==> config.mk <==
export PLATFORM = sky130hd
export DESIGN_NAME = prime_factorization_top_flat
export DESIGN_NICKNAME = d
export VERILOG_FILES = /design/src/rtl/core/pf_pkg.sv /design/src/rtl/core/pf_num_if.sv /design/src/rtl/core/pf_fac_if.sv /design/src/rtl/core/pf_divider.sv /design/src/rtl/core/pf_datapath.sv /design/src/rtl/core/pf_ctrl.sv /design/src/rtl/core/prime_factorization_top.sv /design/src/flat_wrapper.sv
export SDC_FILE = /design/constraint.sdc
export NUM_CORES = 1
export LEC_CHECK = 0
export ABC_AREA = 1
export BUFFER_PORTS_ARGS = -buffer_cell sky130_fd_sc_hd__buf_2
export CORE_UTILIZATION = 50
export CTS_BUF_LIST = sky130_fd_sc_hd__clkbuf_2
export DETAILED_ROUTE_END_ITERATION = 10
export PLACE_DENSITY = 0.69
export REMOVE_ABC_BUFFERS = 1
export SYNTH_ARGS = -nofsm -noshare
export SYNTH_HDL_FRONTEND = slang
export SYNTH_SLANG_ARGS = --single-unit
==> constraint.sdc <==
create_clock -name clk_i -period 6.6 [get_ports clk_i]
set_input_delay 1.32 -clock clk_i [delete_from_list [all_inputs] [get_ports clk_i]]
set_output_delay 1.32 -clock clk_i [all_outputs]
set_load 0.005 [all_outputs]
==> src/rtl/core/pf_pkg.sv <==
// Shared types and constants for the prime factorisation core.
// Holds field widths, the controller state encoding and the command/status bundles.
// No dependencies; compiled first.
package pf_pkg;

  // Field widths
  localparam int unsigned NUM_W   = 31;  // value to factor, factors out
  localparam int unsigned F_W     = 17;  // trial divisor; stays below sqrt(2^31) + 1
  localparam int unsigned DIG_W   = 17;  // normalised mixed-radix digit
  localparam int unsigned R_W     = F_W + 1;  // radix f + i
  localparam int unsigned MAX_RUN = 30;  // longest run of factors for one value
  localparam int unsigned RUN_W   = $clog2(MAX_RUN + 1);

  localparam logic [F_W-1:0] F_START = F_W'(2);

  // Controller states
  typedef enum logic [3:0] {
    S_IDLE,
    S_LOAD,
    S_CONV_INIT,
    S_CONV,
    S_CONV_WAIT,
    S_CHECK,
    S_PASS_INIT,
    S_STEP_MUL,
    S_STEP_FIX,
    S_PASS_END,
    S_TRIM,
    S_RESULT,
    S_DIV,
    S_DIV_WAIT,
    S_EMIT
  } pf_state_e;

  // Controller to datapath
  typedef struct packed {
    logic load_n;       // take a new value from the input channel
    logic conv_init;    // x <= n, top <= 0, f <= 2
    logic div_start;    // launch the shared divider
    logic div_conv;     // divider operands: x / (top + 2) instead of n / p
    logic conv_store;   // digit[top] <= remainder, x <= quotient
    logic top_inc;
    logic top_dec;
    logic rd_sel_top;   // digit read port addresses top instead of i + 1
    logic pass_init;    // f <= f + 1, i <= 0, cur <= digit[0]
    logic step_mul;     // v <= cur - (i + 1) * digit[i + 1]
    logic fix_add;      // v <= v + r, next digit borrows one
    logic step_commit;  // digit[i] <= v, move to the next digit
    logic write_top;    // digit[top] <= cur
    logic p_select;     // p <= f if it divides, else n
    logic p_from_n;     // p <= n
    logic emit;         // load the output register, n <= n / p
  } pf_cmd_t;

  // Datapath to controller
  typedef struct packed {
    logic n_zero;
    logic n_one;
    logic div_done;
    logic div_quo_zero;
    logic top_at_max;
    logic walk_go;    // at least three digits and digit 0 non-zero
    logic v_neg;
    logic i_last;     // current step is the last of the pass
    logic trim_go;    // top digit is zero and can be dropped
    logic out_free;
    logic emit_last;
  } pf_status_t;

endpackage

==> src/rtl/core/pf_num_if.sv <==
// Input channel of the factorisation core: one value per transfer.
// Depends on pf_pkg for the field width.
interface pf_num_if;
  import pf_pkg::*;

  logic             valid;
  logic             ready;
  logic [NUM_W-1:0] number;

  modport source (output valid, output number, input ready);
  modport sink   (input valid, input number, output ready);
endinterface

==> src/rtl/core/pf_fac_if.sv <==
// Output channel of the factorisation core: one prime factor per transfer.
// Depends on pf_pkg for the field width.
interface pf_fac_if;
  import pf_pkg::*;

  logic             valid;
  logic             ready;
  logic [NUM_W-1:0] prime_factor;
  logic             last_factor;

  modport source (output valid, output prime_factor, output last_factor, input ready);
  modport sink   (input valid, input prime_factor, input last_factor, output ready);
endinterface

==> src/rtl/core/pf_divider.sv <==
// Radix-2 restoring divider, one quotient bit per cycle, shared by the datapath.
// Depends on pf_pkg for the operand width.
module pf_divider (
  input  logic                     clk_i,
  input  logic                     rst_ni,
  input  logic                     start_i,
  input  logic [pf_pkg::NUM_W-1:0] dividend_i,
  input  logic [pf_pkg::NUM_W-1:0] divisor_i,
  output logic                     done_o,
  output logic [pf_pkg::NUM_W-1:0] quo_o,
  output logic [pf_pkg::NUM_W-1:0] rem_o
);
  import pf_pkg::*;

  localparam int unsigned STEP_W = $clog2(NUM_W);
  localparam logic [STEP_W-1:0] STEP_LAST = STEP_W'(NUM_W - 1);

  logic              busy_q, busy_d;
  logic              done_q, done_d;
  logic [STEP_W-1:0] step_q, step_d;
  logic [NUM_W-1:0]  rem_q, rem_d;
  logic [NUM_W-1:0]  quo_q, quo_d;
  logic [NUM_W-1:0]  dvs_q, dvs_d;
  logic [NUM_W:0]    trial;

  // Partial remainder shifted by one bit, minus the divisor; top bit is the borrow
  assign trial = {rem_q, quo_q[NUM_W-1]} - {1'b0, dvs_q};

  always_comb begin
    busy_d = busy_q;
    done_d = 1'b0;
    step_d = step_q;
    rem_d  = rem_q;
    quo_d  = quo_q;
    dvs_d  = dvs_q;
    if (start_i) begin
      busy_d = 1'b1;
      step_d = '0;
      rem_d  = '0;
      quo_d  = dividend_i;
      dvs_d  = divisor_i;
    end else if (busy_q) begin
      if (trial[NUM_W]) begin
        rem_d = {rem_q[NUM_W-2:0], quo_q[NUM_W-1]};
        quo_d = {quo_q[NUM_W-2:0], 1'b0};
      end else begin
        rem_d = trial[NUM_W-1:0];
        quo_d = {quo_q[NUM_W-2:0], 1'b1};
      end
      step_d = step_q + STEP_W'(1);
      if (step_q == STEP_LAST) begin
        busy_d = 1'b0;
        done_d = 1'b1;
      end
    end
  end

  // Sequencing state
  always_ff @(posedge clk_i or negedge rst_ni) begin
    if (!rst_ni) begin
      busy_q <= 1'b0;
      done_q <= 1'b0;
      step_q <= '0;
    end else begin
      busy_q <= busy_d;
      done_q <= done_d;
      step_q <= step_d;
    end
  end

  // Operands and partial results
  always_ff @(posedge clk_i) begin
    rem_q <= rem_d;
    quo_q <= quo_d;
    dvs_q <= dvs_d;
  end

  assign done_o = done_q;
  assign quo_o  = quo_q;
  assign rem_o  = rem_q;

  // A result is flagged only once the iteration has stopped
  assert property (@(posedge clk_i) disable iff (!rst_ni) done_q |-> !busy_q)
    else $error("divider flags done while still iterating");

  // The controller never relaunches a division in flight
  assert property (@(posedge clk_i) disable iff (!rst_ni) start_i |-> !busy_q)
    else $error("divider started while busy");

endmodule

==> src/rtl/core/pf_datapath.sv <==
// Datapath of the factorisation core: working value, digit register file,
// digit renormalisation arithmetic, shared divider and output register.
// Depends on pf_pkg and pf_divider.
module pf_datapath #(
  parameter int unsigned DIGIT_SLOTS = 16
) (
  input  logic                     clk_i,
  input  logic                     rst_ni,
  input  pf_pkg::pf_cmd_t          cmd_i,
  output pf_pkg::pf_status_t       sts_o,
  input  logic [pf_pkg::NUM_W-1:0] number_i,
  input  logic                     out_ready_i,
  output logic                     out_valid_o,
  output logic [pf_pkg::NUM_W-1:0] prime_factor_o,
  output logic                     last_factor_o
);
  import pf_pkg::*;

  localparam int unsigned IDX_W = $clog2(DIGIT_SLOTS);
  localparam int unsigned P_W   = IDX_W + DIG_W;      // (i + 1) * digit
  localparam int unsigned V_W   = DIG_W + IDX_W + 2;  // signed step value
  localparam int unsigned C_W   = DIG_W + 1;          // signed carried digit
  localparam logic [IDX_W-1:0] TOP_MAX = IDX_W'(DIGIT_SLOTS - 1);

  // Working registers
  logic [NUM_W-1:0]        n_q;
  logic [NUM_W-1:0]        x_q;
  logic [NUM_W-1:0]        p_q;
  logic [F_W-1:0]          f_q;
  logic [IDX_W-1:0]        top_q;
  logic [IDX_W-1:0]        i_q;
  logic signed [C_W-1:0]   cur_q;
  logic signed [C_W-1:0]   nxt_q;
  logic signed [V_W-1:0]   v_q;
  logic [R_W-1:0]          r_q;
  logic [RUN_W-1:0]        run_q;
  logic [DIG_W-1:0]        dig_q [DIGIT_SLOTS];

  // Output register
  logic                    out_valid_q;
  logic [NUM_W-1:0]        prime_factor_q;
  logic                    last_factor_q;

  logic [IDX_W-1:0]        idx_nxt;
  logic [IDX_W-1:0]        rd_idx;
  logic [DIG_W-1:0]        rd_dig;
  logic [P_W-1:0]          prod;
  logic signed [V_W-1:0]   v_step;
  logic                    d0_zero;
  logic                    dig_we;
  logic [IDX_W-1:0]        dig_wa;
  logic [DIG_W-1:0]        dig_wd;
  logic                    emit_last;
  logic [NUM_W-1:0]        div_dividend;
  logic [NUM_W-1:0]        div_divisor;
  logic                    div_done;
  logic [NUM_W-1:0]        div_quo;
  logic [NUM_W-1:0]        div_rem;

  // Shared divider: digit conversion and the division by each factor
  assign div_dividend = cmd_i.div_conv ? x_q : n_q;
  assign div_divisor  = cmd_i.div_conv ? (NUM_W'(top_q) + NUM_W'(2)) : p_q;

  pf_divider u_div (
    .clk_i      (clk_i),
    .rst_ni     (rst_ni),
    .start_i    (cmd_i.div_start),
    .dividend_i (div_dividend),
    .divisor_i  (div_divisor),
    .done_o     (div_done),
    .quo_o      (div_quo),
    .rem_o      (div_rem)
  );

  // Addressed digit read port: next digit during a pass, top digit while trimming; digit 0 is also read directly
  assign idx_nxt = i_q + IDX_W'(1);
  assign rd_idx  = cmd_i.rd_sel_top ? top_q : idx_nxt;
  assign rd_dig  = dig_q[rd_idx];
  assign d0_zero = (dig_q[0] == '0);

  // Step value: cur - (i + 1) * digit[i + 1]
  assign prod   = P_W'(idx_nxt) * P_W'(rd_dig);
  assign v_step = V_W'(cur_q) - $signed(V_W'(prod));

  // Digit write port
  always_comb begin
    dig_we = cmd_i.conv_store | cmd_i.step_commit | cmd_i.write_top;
    dig_wa = cmd_i.step_commit ? i_q : top_q;
    if (cmd_i.conv_store) begin
      dig_wd = div_rem[DIG_W-1:0];
    end else if (cmd_i.step_commit) begin
      dig_wd = v_q[DIG_W-1:0];
    end else begin
      dig_wd = cur_q[DIG_W-1:0];
    end
  end

  always_ff @(posedge clk_i) begin
    if (dig_we) begin
      dig_q[dig_wa] <= dig_wd;
    end
  end

  // Working value, conversion and search registers
  always_ff @(posedge clk_i) begin
    if (cmd_i.load_n) begin
      n_q <= number_i;
    end else if (cmd_i.emit) begin
      n_q <= div_quo;
    end

    if (cmd_i.conv_init) begin
      x_q <= n_q;
    end else if (cmd_i.conv_store) begin
      x_q <= div_quo;
    end

    if (cmd_i.conv_init) begin
      top_q <= '0;
    end else if (cmd_i.top_inc) begin
      top_q <= top_q + IDX_W'(1);
    end else if (cmd_i.top_dec) begin
      top_q <= top_q - IDX_W'(1);
    end

    if (cmd_i.conv_init) begin
      f_q <= F_START;
    end else if (cmd_i.pass_init) begin
      f_q <= f_q + F_W'(1);
    end

    if (cmd_i.pass_init) begin
      i_q <= '0;
    end else if (cmd_i.step_commit) begin
      i_q <= idx_nxt;
    end

    if (cmd_i.pass_init) begin
      cur_q <= $signed(C_W'(dig_q[0]));
    end else if (cmd_i.step_commit) begin
      cur_q <= nxt_q;
    end

    // Borrow from the next digit until the current one is non-negative
    if (cmd_i.step_mul) begin
      v_q   <= v_step;
      nxt_q <= $signed(C_W'(rd_dig));
      r_q   <= R_W'(f_q) + R_W'(i_q);
    end else if (cmd_i.fix_add) begin
      v_q   <= v_q + $signed(V_W'(r_q));
      nxt_q <= nxt_q - C_W'(1);
    end

    if (cmd_i.p_from_n) begin
      p_q <= n_q;
    end else if (cmd_i.p_select) begin
      p_q <= d0_zero ? NUM_W'(f_q) : n_q;
    end

    if (cmd_i.emit) begin
      prime_factor_q <= p_q;
      last_factor_q  <= emit_last;
    end
  end

  // Run length and output valid
  always_ff @(posedge clk_i or negedge rst_ni) begin
    if (!rst_ni) begin
      run_q       <= '0;
      out_valid_q <= 1'b0;
    end else begin
      if (cmd_i.load_n) begin
        run_q <= '0;
      end else if (cmd_i.emit) begin
        run_q <= run_q + RUN_W'(1);
      end
      if (cmd_i.emit) begin
        out_valid_q <= 1'b1;
      end else if (out_ready_i) begin
        out_valid_q <= 1'b0;
      end
    end
  end

  // Status towards the controller
  assign emit_last = (div_quo == NUM_W'(1)) || (run_q == RUN_W'(MAX_RUN - 1));

  always_comb begin
    sts_o.n_zero       = (n_q == '0);
    sts_o.n_one        = (n_q == NUM_W'(1));
    sts_o.div_done     = div_done;
    sts_o.div_quo_zero = (div_quo == '0);
    sts_o.top_at_max   = (top_q == TOP_MAX);
    sts_o.walk_go      = (top_q > IDX_W'(1)) && !d0_zero;
    sts_o.v_neg        = v_q[V_W-1];
    sts_o.i_last       = (idx_nxt == top_q);
    sts_o.trim_go      = (top_q != '0) && (rd_dig == '0);
    sts_o.out_free     = !out_valid_q || out_ready_i;
    sts_o.emit_last    = emit_last;
  end

  assign out_valid_o    = out_valid_q;
  assign prime_factor_o = prime_factor_q;
  assign last_factor_o  = last_factor_q;

  // A factor is never loaded over one still waiting for transfer
  assert property (@(posedge clk_i) disable iff (!rst_ni) cmd_i.emit |-> sts_o.out_free)
    else $error("output register overwritten");

  // Only a fully renormalised digit is written back
  assert property (@(posedge clk_i) disable iff (!rst_ni) cmd_i.step_commit |-> !v_q[V_W-1])
    else $error("negative digit committed");

  // Conversion digits come from a freshly finished division
  assert property (@(posedge clk_i) disable iff (!rst_ni) cmd_i.conv_store |-> div_done)
    else $error("digit stored without a finished division");

endmodule

==> src/rtl/core/pf_ctrl.sv <==
// Controller of the factorisation core: sequences conversion, renormalisation
// passes, division by each factor and output transfers.
// Depends on pf_pkg.
module pf_ctrl (
  input  logic               clk_i,
  input  logic               rst_ni,
  input  logic               in_valid_i,
  output logic               in_ready_o,
  output pf_pkg::pf_cmd_t    cmd_o,
  input  pf_pkg::pf_status_t sts_i
);
  import pf_pkg::*;

  pf_state_e state_q, state_d;

  // Next state
  always_comb begin
    state_d = state_q;
    case (state_q)
      S_IDLE: begin
        if (in_valid_i) begin
          state_d = S_LOAD;
        end
      end
      S_LOAD: begin
        if (sts_i.n_zero) begin
          state_d = S_IDLE;
        end else if (sts_i.n_one) begin
          state_d = S_DIV;
        end else begin
          state_d = S_CONV_INIT;
        end
      end
      S_CONV_INIT: state_d = S_CONV;
      S_CONV:      state_d = S_CONV_WAIT;
      S_CONV_WAIT: begin
        if (sts_i.div_done) begin
          if (sts_i.div_quo_zero || sts_i.top_at_max) begin
            state_d = S_CHECK;
          end else begin
            state_d = S_CONV;
          end
        end
      end
      S_CHECK: begin
        state_d = sts_i.walk_go ? S_PASS_INIT : S_RESULT;
      end
      S_PASS_INIT: state_d = S_STEP_MUL;
      S_STEP_MUL:  state_d = S_STEP_FIX;
      S_STEP_FIX: begin
        if (!sts_i.v_neg) begin
          state_d = sts_i.i_last ? S_PASS_END : S_STEP_MUL;
        end
      end
      S_PASS_END: state_d = S_TRIM;
      S_TRIM: begin
        if (!sts_i.trim_go) begin
          state_d = sts_i.walk_go ? S_PASS_INIT : S_RESULT;
        end
      end
      S_RESULT:   state_d = S_DIV;
      S_DIV:      state_d = S_DIV_WAIT;
      S_DIV_WAIT: begin
        if (sts_i.div_done) begin
          state_d = S_EMIT;
        end
      end
      S_EMIT: begin
        if (sts_i.out_free) begin
          state_d = sts_i.emit_last ? S_IDLE : S_CONV_INIT;
        end
      end
      default: state_d = S_IDLE;
    endcase
  end

  // Commands
  always_comb begin
    cmd_o      = '0;
    in_ready_o = 1'b0;
    case (state_q)
      S_IDLE: begin
        in_ready_o   = 1'b1;
        cmd_o.load_n = in_valid_i;
      end
      S_LOAD: begin
        cmd_o.p_from_n = sts_i.n_one;
      end
      S_CONV_INIT: cmd_o.conv_init = 1'b1;
      S_CONV: begin
        cmd_o.div_start = 1'b1;
        cmd_o.div_conv  = 1'b1;
      end
      S_CONV_WAIT: begin
        if (sts_i.div_done) begin
          cmd_o.conv_store = 1'b1;
          cmd_o.top_inc    = !(sts_i.div_quo_zero || sts_i.top_at_max);
        end
      end
      S_CHECK:     cmd_o = '0;
      S_PASS_INIT: cmd_o.pass_init = 1'b1;
      S_STEP_MUL:  cmd_o.step_mul = 1'b1;
      S_STEP_FIX: begin
        cmd_o.fix_add     = sts_i.v_neg;
        cmd_o.step_commit = !sts_i.v_neg;
      end
      S_PASS_END: cmd_o.write_top = 1'b1;
      S_TRIM: begin
        cmd_o.rd_sel_top = 1'b1;
        cmd_o.top_dec    = sts_i.trim_go;
      end
      S_RESULT:   cmd_o.p_select = 1'b1;
      S_DIV:      cmd_o.div_start = 1'b1;
      S_DIV_WAIT: cmd_o = '0;
      S_EMIT:     cmd_o.emit = sts_i.out_free;
      default:    cmd_o = '0;
    endcase
  end

  always_ff @(posedge clk_i or negedge rst_ni) begin
    if (!rst_ni) begin
      state_q <= S_IDLE;
    end else begin
      state_q <= state_d;
    end
  end

  // The final factor of a run always frees the input side
  assert property (@(posedge clk_i) disable iff (!rst_ni)
                   cmd_o.emit && sts_i.emit_last |=> state_q == S_IDLE)
    else $error("run did not end after its last factor");

endmodule

==> src/rtl/core/prime_factorization_top.sv <==
// Prime factorisation core: one value in, its prime factors out, smallest first.
// Per factor, the value is converted to mixed-radix digits (12 digits at most), then the
// digit renormalisation loop runs once per trial divisor; a prime near 2^31 needs roughly
// 46 000 trial divisors. One value at a time.
// Reset: asynchronous, active low; clears the controller and output valid, no value in flight.
// Depends on pf_pkg, pf_num_if, pf_fac_if, pf_ctrl, pf_datapath.
module prime_factorization_top #(
  parameter int unsigned DIGIT_SLOTS = 16
) (
  input  logic     clk_i,
  input  logic     rst_ni,
  pf_num_if.sink   num_chan_i,
  pf_fac_if.source fac_chan_o
);
  import pf_pkg::*;

  pf_cmd_t    cmd;
  pf_status_t sts;

  // Sequencer
  pf_ctrl u_ctrl (
    .clk_i      (clk_i),
    .rst_ni     (rst_ni),
    .in_valid_i (num_chan_i.valid),
    .in_ready_o (num_chan_i.ready),
    .cmd_o      (cmd),
    .sts_i      (sts)
  );

  // Arithmetic, digit storage and output register
  pf_datapath #(
    .DIGIT_SLOTS (DIGIT_SLOTS)
  ) u_dp (
    .clk_i          (clk_i),
    .rst_ni         (rst_ni),
    .cmd_i          (cmd),
    .sts_o          (sts),
    .number_i       (num_chan_i.number),
    .out_ready_i    (fac_chan_o.ready),
    .out_valid_o    (fac_chan_o.valid),
    .prime_factor_o (fac_chan_o.prime_factor),
    .last_factor_o  (fac_chan_o.last_factor)
  );

endmodule

==> src/flat_wrapper.sv <==
// flat-port wrapper written by rule: the top's interface ports become plain ports
module prime_factorization_top_flat import pf_pkg::*;
#(
  parameter int unsigned DIGIT_SLOTS = 16
)
  (clk_i, rst_ni, num_chan_i_valid, num_chan_i_number, num_chan_i_ready, fac_chan_o_valid, fac_chan_o_prime_factor, fac_chan_o_last_factor, fac_chan_o_ready);
  pf_num_if num_chan_i_i ();
  pf_fac_if fac_chan_o_i ();
  input  logic clk_i;
  input  logic rst_ni;
  input wire logic [$bits(num_chan_i_i.valid)-1:0] num_chan_i_valid;
  input wire logic [$bits(num_chan_i_i.number)-1:0] num_chan_i_number;
  output wire logic [$bits(num_chan_i_i.ready)-1:0] num_chan_i_ready;
  output wire logic [$bits(fac_chan_o_i.valid)-1:0] fac_chan_o_valid;
  output wire logic [$bits(fac_chan_o_i.prime_factor)-1:0] fac_chan_o_prime_factor;
  output wire logic [$bits(fac_chan_o_i.last_factor)-1:0] fac_chan_o_last_factor;
  input wire logic [$bits(fac_chan_o_i.ready)-1:0] fac_chan_o_ready;
  assign num_chan_i_i.valid = num_chan_i_valid;
  assign num_chan_i_i.number = num_chan_i_number;
  assign num_chan_i_ready = num_chan_i_i.ready;
  assign fac_chan_o_valid = fac_chan_o_i.valid;
  assign fac_chan_o_prime_factor = fac_chan_o_i.prime_factor;
  assign fac_chan_o_last_factor = fac_chan_o_i.last_factor;
  assign fac_chan_o_i.ready = fac_chan_o_ready;
  prime_factorization_top #(.DIGIT_SLOTS(DIGIT_SLOTS)) u_core (.clk_i(clk_i), .rst_ni(rst_ni), .num_chan_i(num_chan_i_i), .fac_chan_o(fac_chan_o_i));
endmodule
==> impl_metrics.env <==
export IMPL_outcome="completed"
export IMPL_layout_commonest_cell="nand2_1"
export IMPL_maxSlewViolCount=0
export IMPL_synth_largest_area_cell="edfxtp_1"
export IMPL_start_util_pct=50.7
export IMPL_rr_worst_depth=31
export IMPL_synth_seq_cells=609
export IMPL_async_reset_ff_share_pct=2.79
export IMPL_crit_path_max_incr_delay_ns=0.52
export IMPL_hold_class="primary input to flip-flop"
export IMPL_regToRegEndpoint="u_core.u_dp.v_q[20]"
export IMPL_io_pins=69
export IMPL_synthTopCellsByArea="edfxtp_1 50%, nand2_1 9.4%, nand3_1 5.4%, ha_1 4.4%, inv_1 4.4%"
export IMPL_synth_yosys_warnings=0
export IMPL_synth_cell_types=54
export IMPL_power_density_nw_per_um2=189
export IMPL_cts_tree="built"
export IMPL_synth_edf_count=534
export IMPL_grt_pass1_vias=24616
export IMPL_cts_root_buf="clkbuf_2"
export IMPL_irDropWorstVdd_uv=139
export IMPL_cpMostUsedCell="nand3_1"
export IMPL_synthCells=3450
export IMPL_vias=26071
export IMPL_die_area_sq_um=65100
export IMPL_critical_path_endpoint="u_core.u_dp.v_q[20]"
export IMPL_r2r_setup_slack_ns=0.36
export IMPL_core_sq_um=63200
export IMPL_cts_max_level=4
export IMPL_syn_area_sq_um=32100
export IMPL_antenna_found_initial=3
export IMPL_antenna_left=0
export IMPL_gp_congestion=0.946
export IMPL_hold_slack_ns=0.220
export IMPL_drtIter0Drc=2583
export IMPL_hold_violations=0
export IMPL_syn_to_final_growth_pct=13.4
export IMPL_dr_pass1_iters=6
export IMPL_power_mw=6.86
export IMPL_track_usage_pct=27.2
export IMPL_drive_above_1_share_pct=15.2
export IMPL_fillers=5584
export IMPL_nets=3926
export IMPL_synth_top_flop_cell="edfxtp_1"
export IMPL_cp_depth=31
export IMPL_setup_viol=0
export IMPL_worstMarginPinSlew_ns=1.07
export IMPL_critical_path_required_ns=7.74
export IMPL_portBuffers=68
export IMPL_crit_path_max_fanout=22
export IMPL_ys_seq_area_share_pct=55.0
export IMPL_critPathSlowestCell="fa_1"
export IMPL_dp_hpwl_um=60200
export IMPL_rows=92
export IMPL_cp_data_arrival_time_ns=7.37
export IMPL_r2r_start="u_core.u_dp.i_q[0]"
export IMPL_vias_per_cell=5.53
export IMPL_clk_pin_slew_ns=0.11
export IMPL_finalClockSkew_ns=0.0975
export IMPL_crit_path_start_kind="flip-flop"
export IMPL_p_leak_nw=15.5
export IMPL_fin_crit_sh_pct=94.5
export IMPL_drt_total_wl_um=88000
export IMPL_insertion_delay_ns=1.39
export IMPL_critical_path_top_delay_family="adder cells"
export IMPL_fin_util_pct=57.5
export IMPL_slew_headroom_pct=28.6
export IMPL_final_cell_mix="789 x nand2_1, 534 x edfxtp_1, 373 x inv_1"
export IMPL_worstSetupStartpoint="u_core.u_dp.i_q[0]"
export IMPL_synth_top_area_share_pct=50.0
export IMPL_clock_path_buffers=3
export IMPL_die_h_um=255
export IMPL_end_kind="flip-flop"
export IMPL_cts_made_buffers=158
export IMPL_period_minus_slack_ns=6.24
export IMPL_worstSetupPathType="flip-flop to flip-flop"
export IMPL_syn_area_per_cell_sq_um=9.29
export IMPL_drv_cap=0
export IMPL_drc_errors=0
export IMPL_fmax_ghz=0.160
export IMPL_drt_wirelength_per_cell_um=18.7
export IMPL_grt_pass1_wl_um=136000
export IMPL_min_delay_path_depth=3
export IMPL_chipWidth_um=255
export IMPL_overflow=0
export IMPL_numClockSinks=609
export IMPL_grt_max_degree=62
export IMPL_path_buf_inv=7
-- state kept, by name, indices dropped and copies added (netlist names) --
signal                      count
u_core.u_dp.dig_q             272
u_core.u_dp.n_q                31
u_core.u_dp.p_q                31
u_core.u_dp.prime_factor_o     31
u_core.u_dp.u_div.dvs_q        31
u_core.u_dp.u_div.quo_o        31
u_core.u_dp.u_div.rem_o        31
u_core.u_dp.x_q                31
u_core.u_dp.v_q                23
u_core.u_dp.cur_q              18
u_core.u_dp.nxt_q              18
u_core.u_dp.r_q                18
u_core.u_dp.f_q                17
u_core.u_dp.run_q               5
u_core.u_dp.u_div.step_q        5
u_core.u_ctrl.state_q           4
u_core.u_dp.i_q                 4
u_core.u_dp.top_q               4
u_core.u_dp.last_factor_o       1
u_core.u_dp.out_valid_o         1
u_core.u_dp.u_div.busy_q        1
u_core.u_dp.u_div.done_o        1
-- cells by family (layout without fill, tap and decap cells) --
logic type | after synthesis | count (layout) | synth area share [%]
DFF | 609 | 609 | 55.0
buffers and inverters | 511 | 928 | 6.29
adders and majority gates | 148 | 148 | 6.57
other | 0 | 3 | 0
and+or+nand+nor | 1542 | 1542 | 20.1
AOI/OAI and AO/OA | 557 | 557 | 9.73
xor gates and xnor gates | 83 | 83 | 2.31
-- where the power goes --
group          leakage [nW]  internal [mW]  switching, mW
clock                  1.11           1.10           1.60
sequential             5.93           4.12        0.00181
combinational          8.49         0.0170         0.0201
total                  15.5           5.24           1.62
-- tightest hold or removal path, stage by stage --
cell and delay [ns]:
buf_2 0.07, nand2_1 0.04, o21ai_0 0.06
-- routing by layer --
metal	track usage, %	vias up	share of wire, %
met4	8.57	0	2.4
met5	0	-	0
li1	-	12480	-
met1	38.6	12250	44
met3	5.84	154	8.7
met2	41.8	1187	45
-- Yosys cell counts (all sizes together), types with 34 or more instances --
| cell type | number |
|---|---|
| clkbuf | 73 |
| ha | 114 |
| xor2 | 46 |
| dfxtp | 58 |
| fa | 34 |
| xnor2 | 37 |
| nand3 | 344 |
| inv | 382 |
| a21oi | 172 |
| o21ai | 253 |
| edfxtp | 534 |
| nor2 | 301 |
| buf | 54 |
| nand2 | 807 |
-- how the worst min path moves through the flow --
stage / startpoint / slack [ns] / to
2_1_floorplan: u_core.u_dp.p_q[10] / 0.43 / u_core.u_dp.prime_factor_o[10]
3_3_place_gp: u_core.u_dp.p_q[24] / 0.43 / u_core.u_dp.prime_factor_o[24]
3_5_place_dp: u_core.u_dp.p_q[24] / 0.44 / u_core.u_dp.prime_factor_o[24]
4_1_cts: num_chan_i_number[2] / 0.04 / u_core.u_dp.n_q[2]
5_1_grt: num_chan_i_number[23] / 0.12 / u_core.u_dp.n_q[23]
6_report: num_chan_i_number[21] / 0.22 / u_core.u_dp.n_q[21]
-- repair_timing --
| action | 4_1_cts | 5_1_grt |
|---|---|---|
| endpoints found under the setup margin | 1 | 8 |
| cloned | 0 | 6 |
| hold endpoints to repair | 17 | 0 |
| resized for setup | 1 | 45 |
| pin swaps | 1 | 12 |
| hold buffers | 1 | 0 |
| setup buffers | 4 | 3 |
-- area by class of cell --
type | count | area [sq um] | share of cell area (%)
Clock inverter | 52 | 333 | 0.916
Inverter | 384 | 1440 | 3.97
Antenna cell | 3 | 7.51 | 0.0207
Clock buffer | 232 | 1160 | 3.19
Sequential cell | 609 | 17600 | 48.5
Multi-Input combinational cell | 2330 | 12700 | 34.8
Tap cell | 846 | 1060 | 2.91
Timing Repair Buffer | 260 | 2070 | 5.70
-- stage by stage --
step / instance area, sq um / TNS (ns) / std cells / setup slack [ns]
after floorplan: 31500 / -25.89 / 3323 / -1.64
after global placement: 34500 / 0 / 4415 / 0.106
after detailed placement: 34500 / -0.129 / 4415 / -0.129
after CTS: 36000 / 0 / 4704 / 0.0235
after global routing: 36400 / -0.0738 / 4715 / -0.0623
final: 36400 / 0 / 4716 / 0.362
No activity file was read; power rests on OpenSTA's default activity.
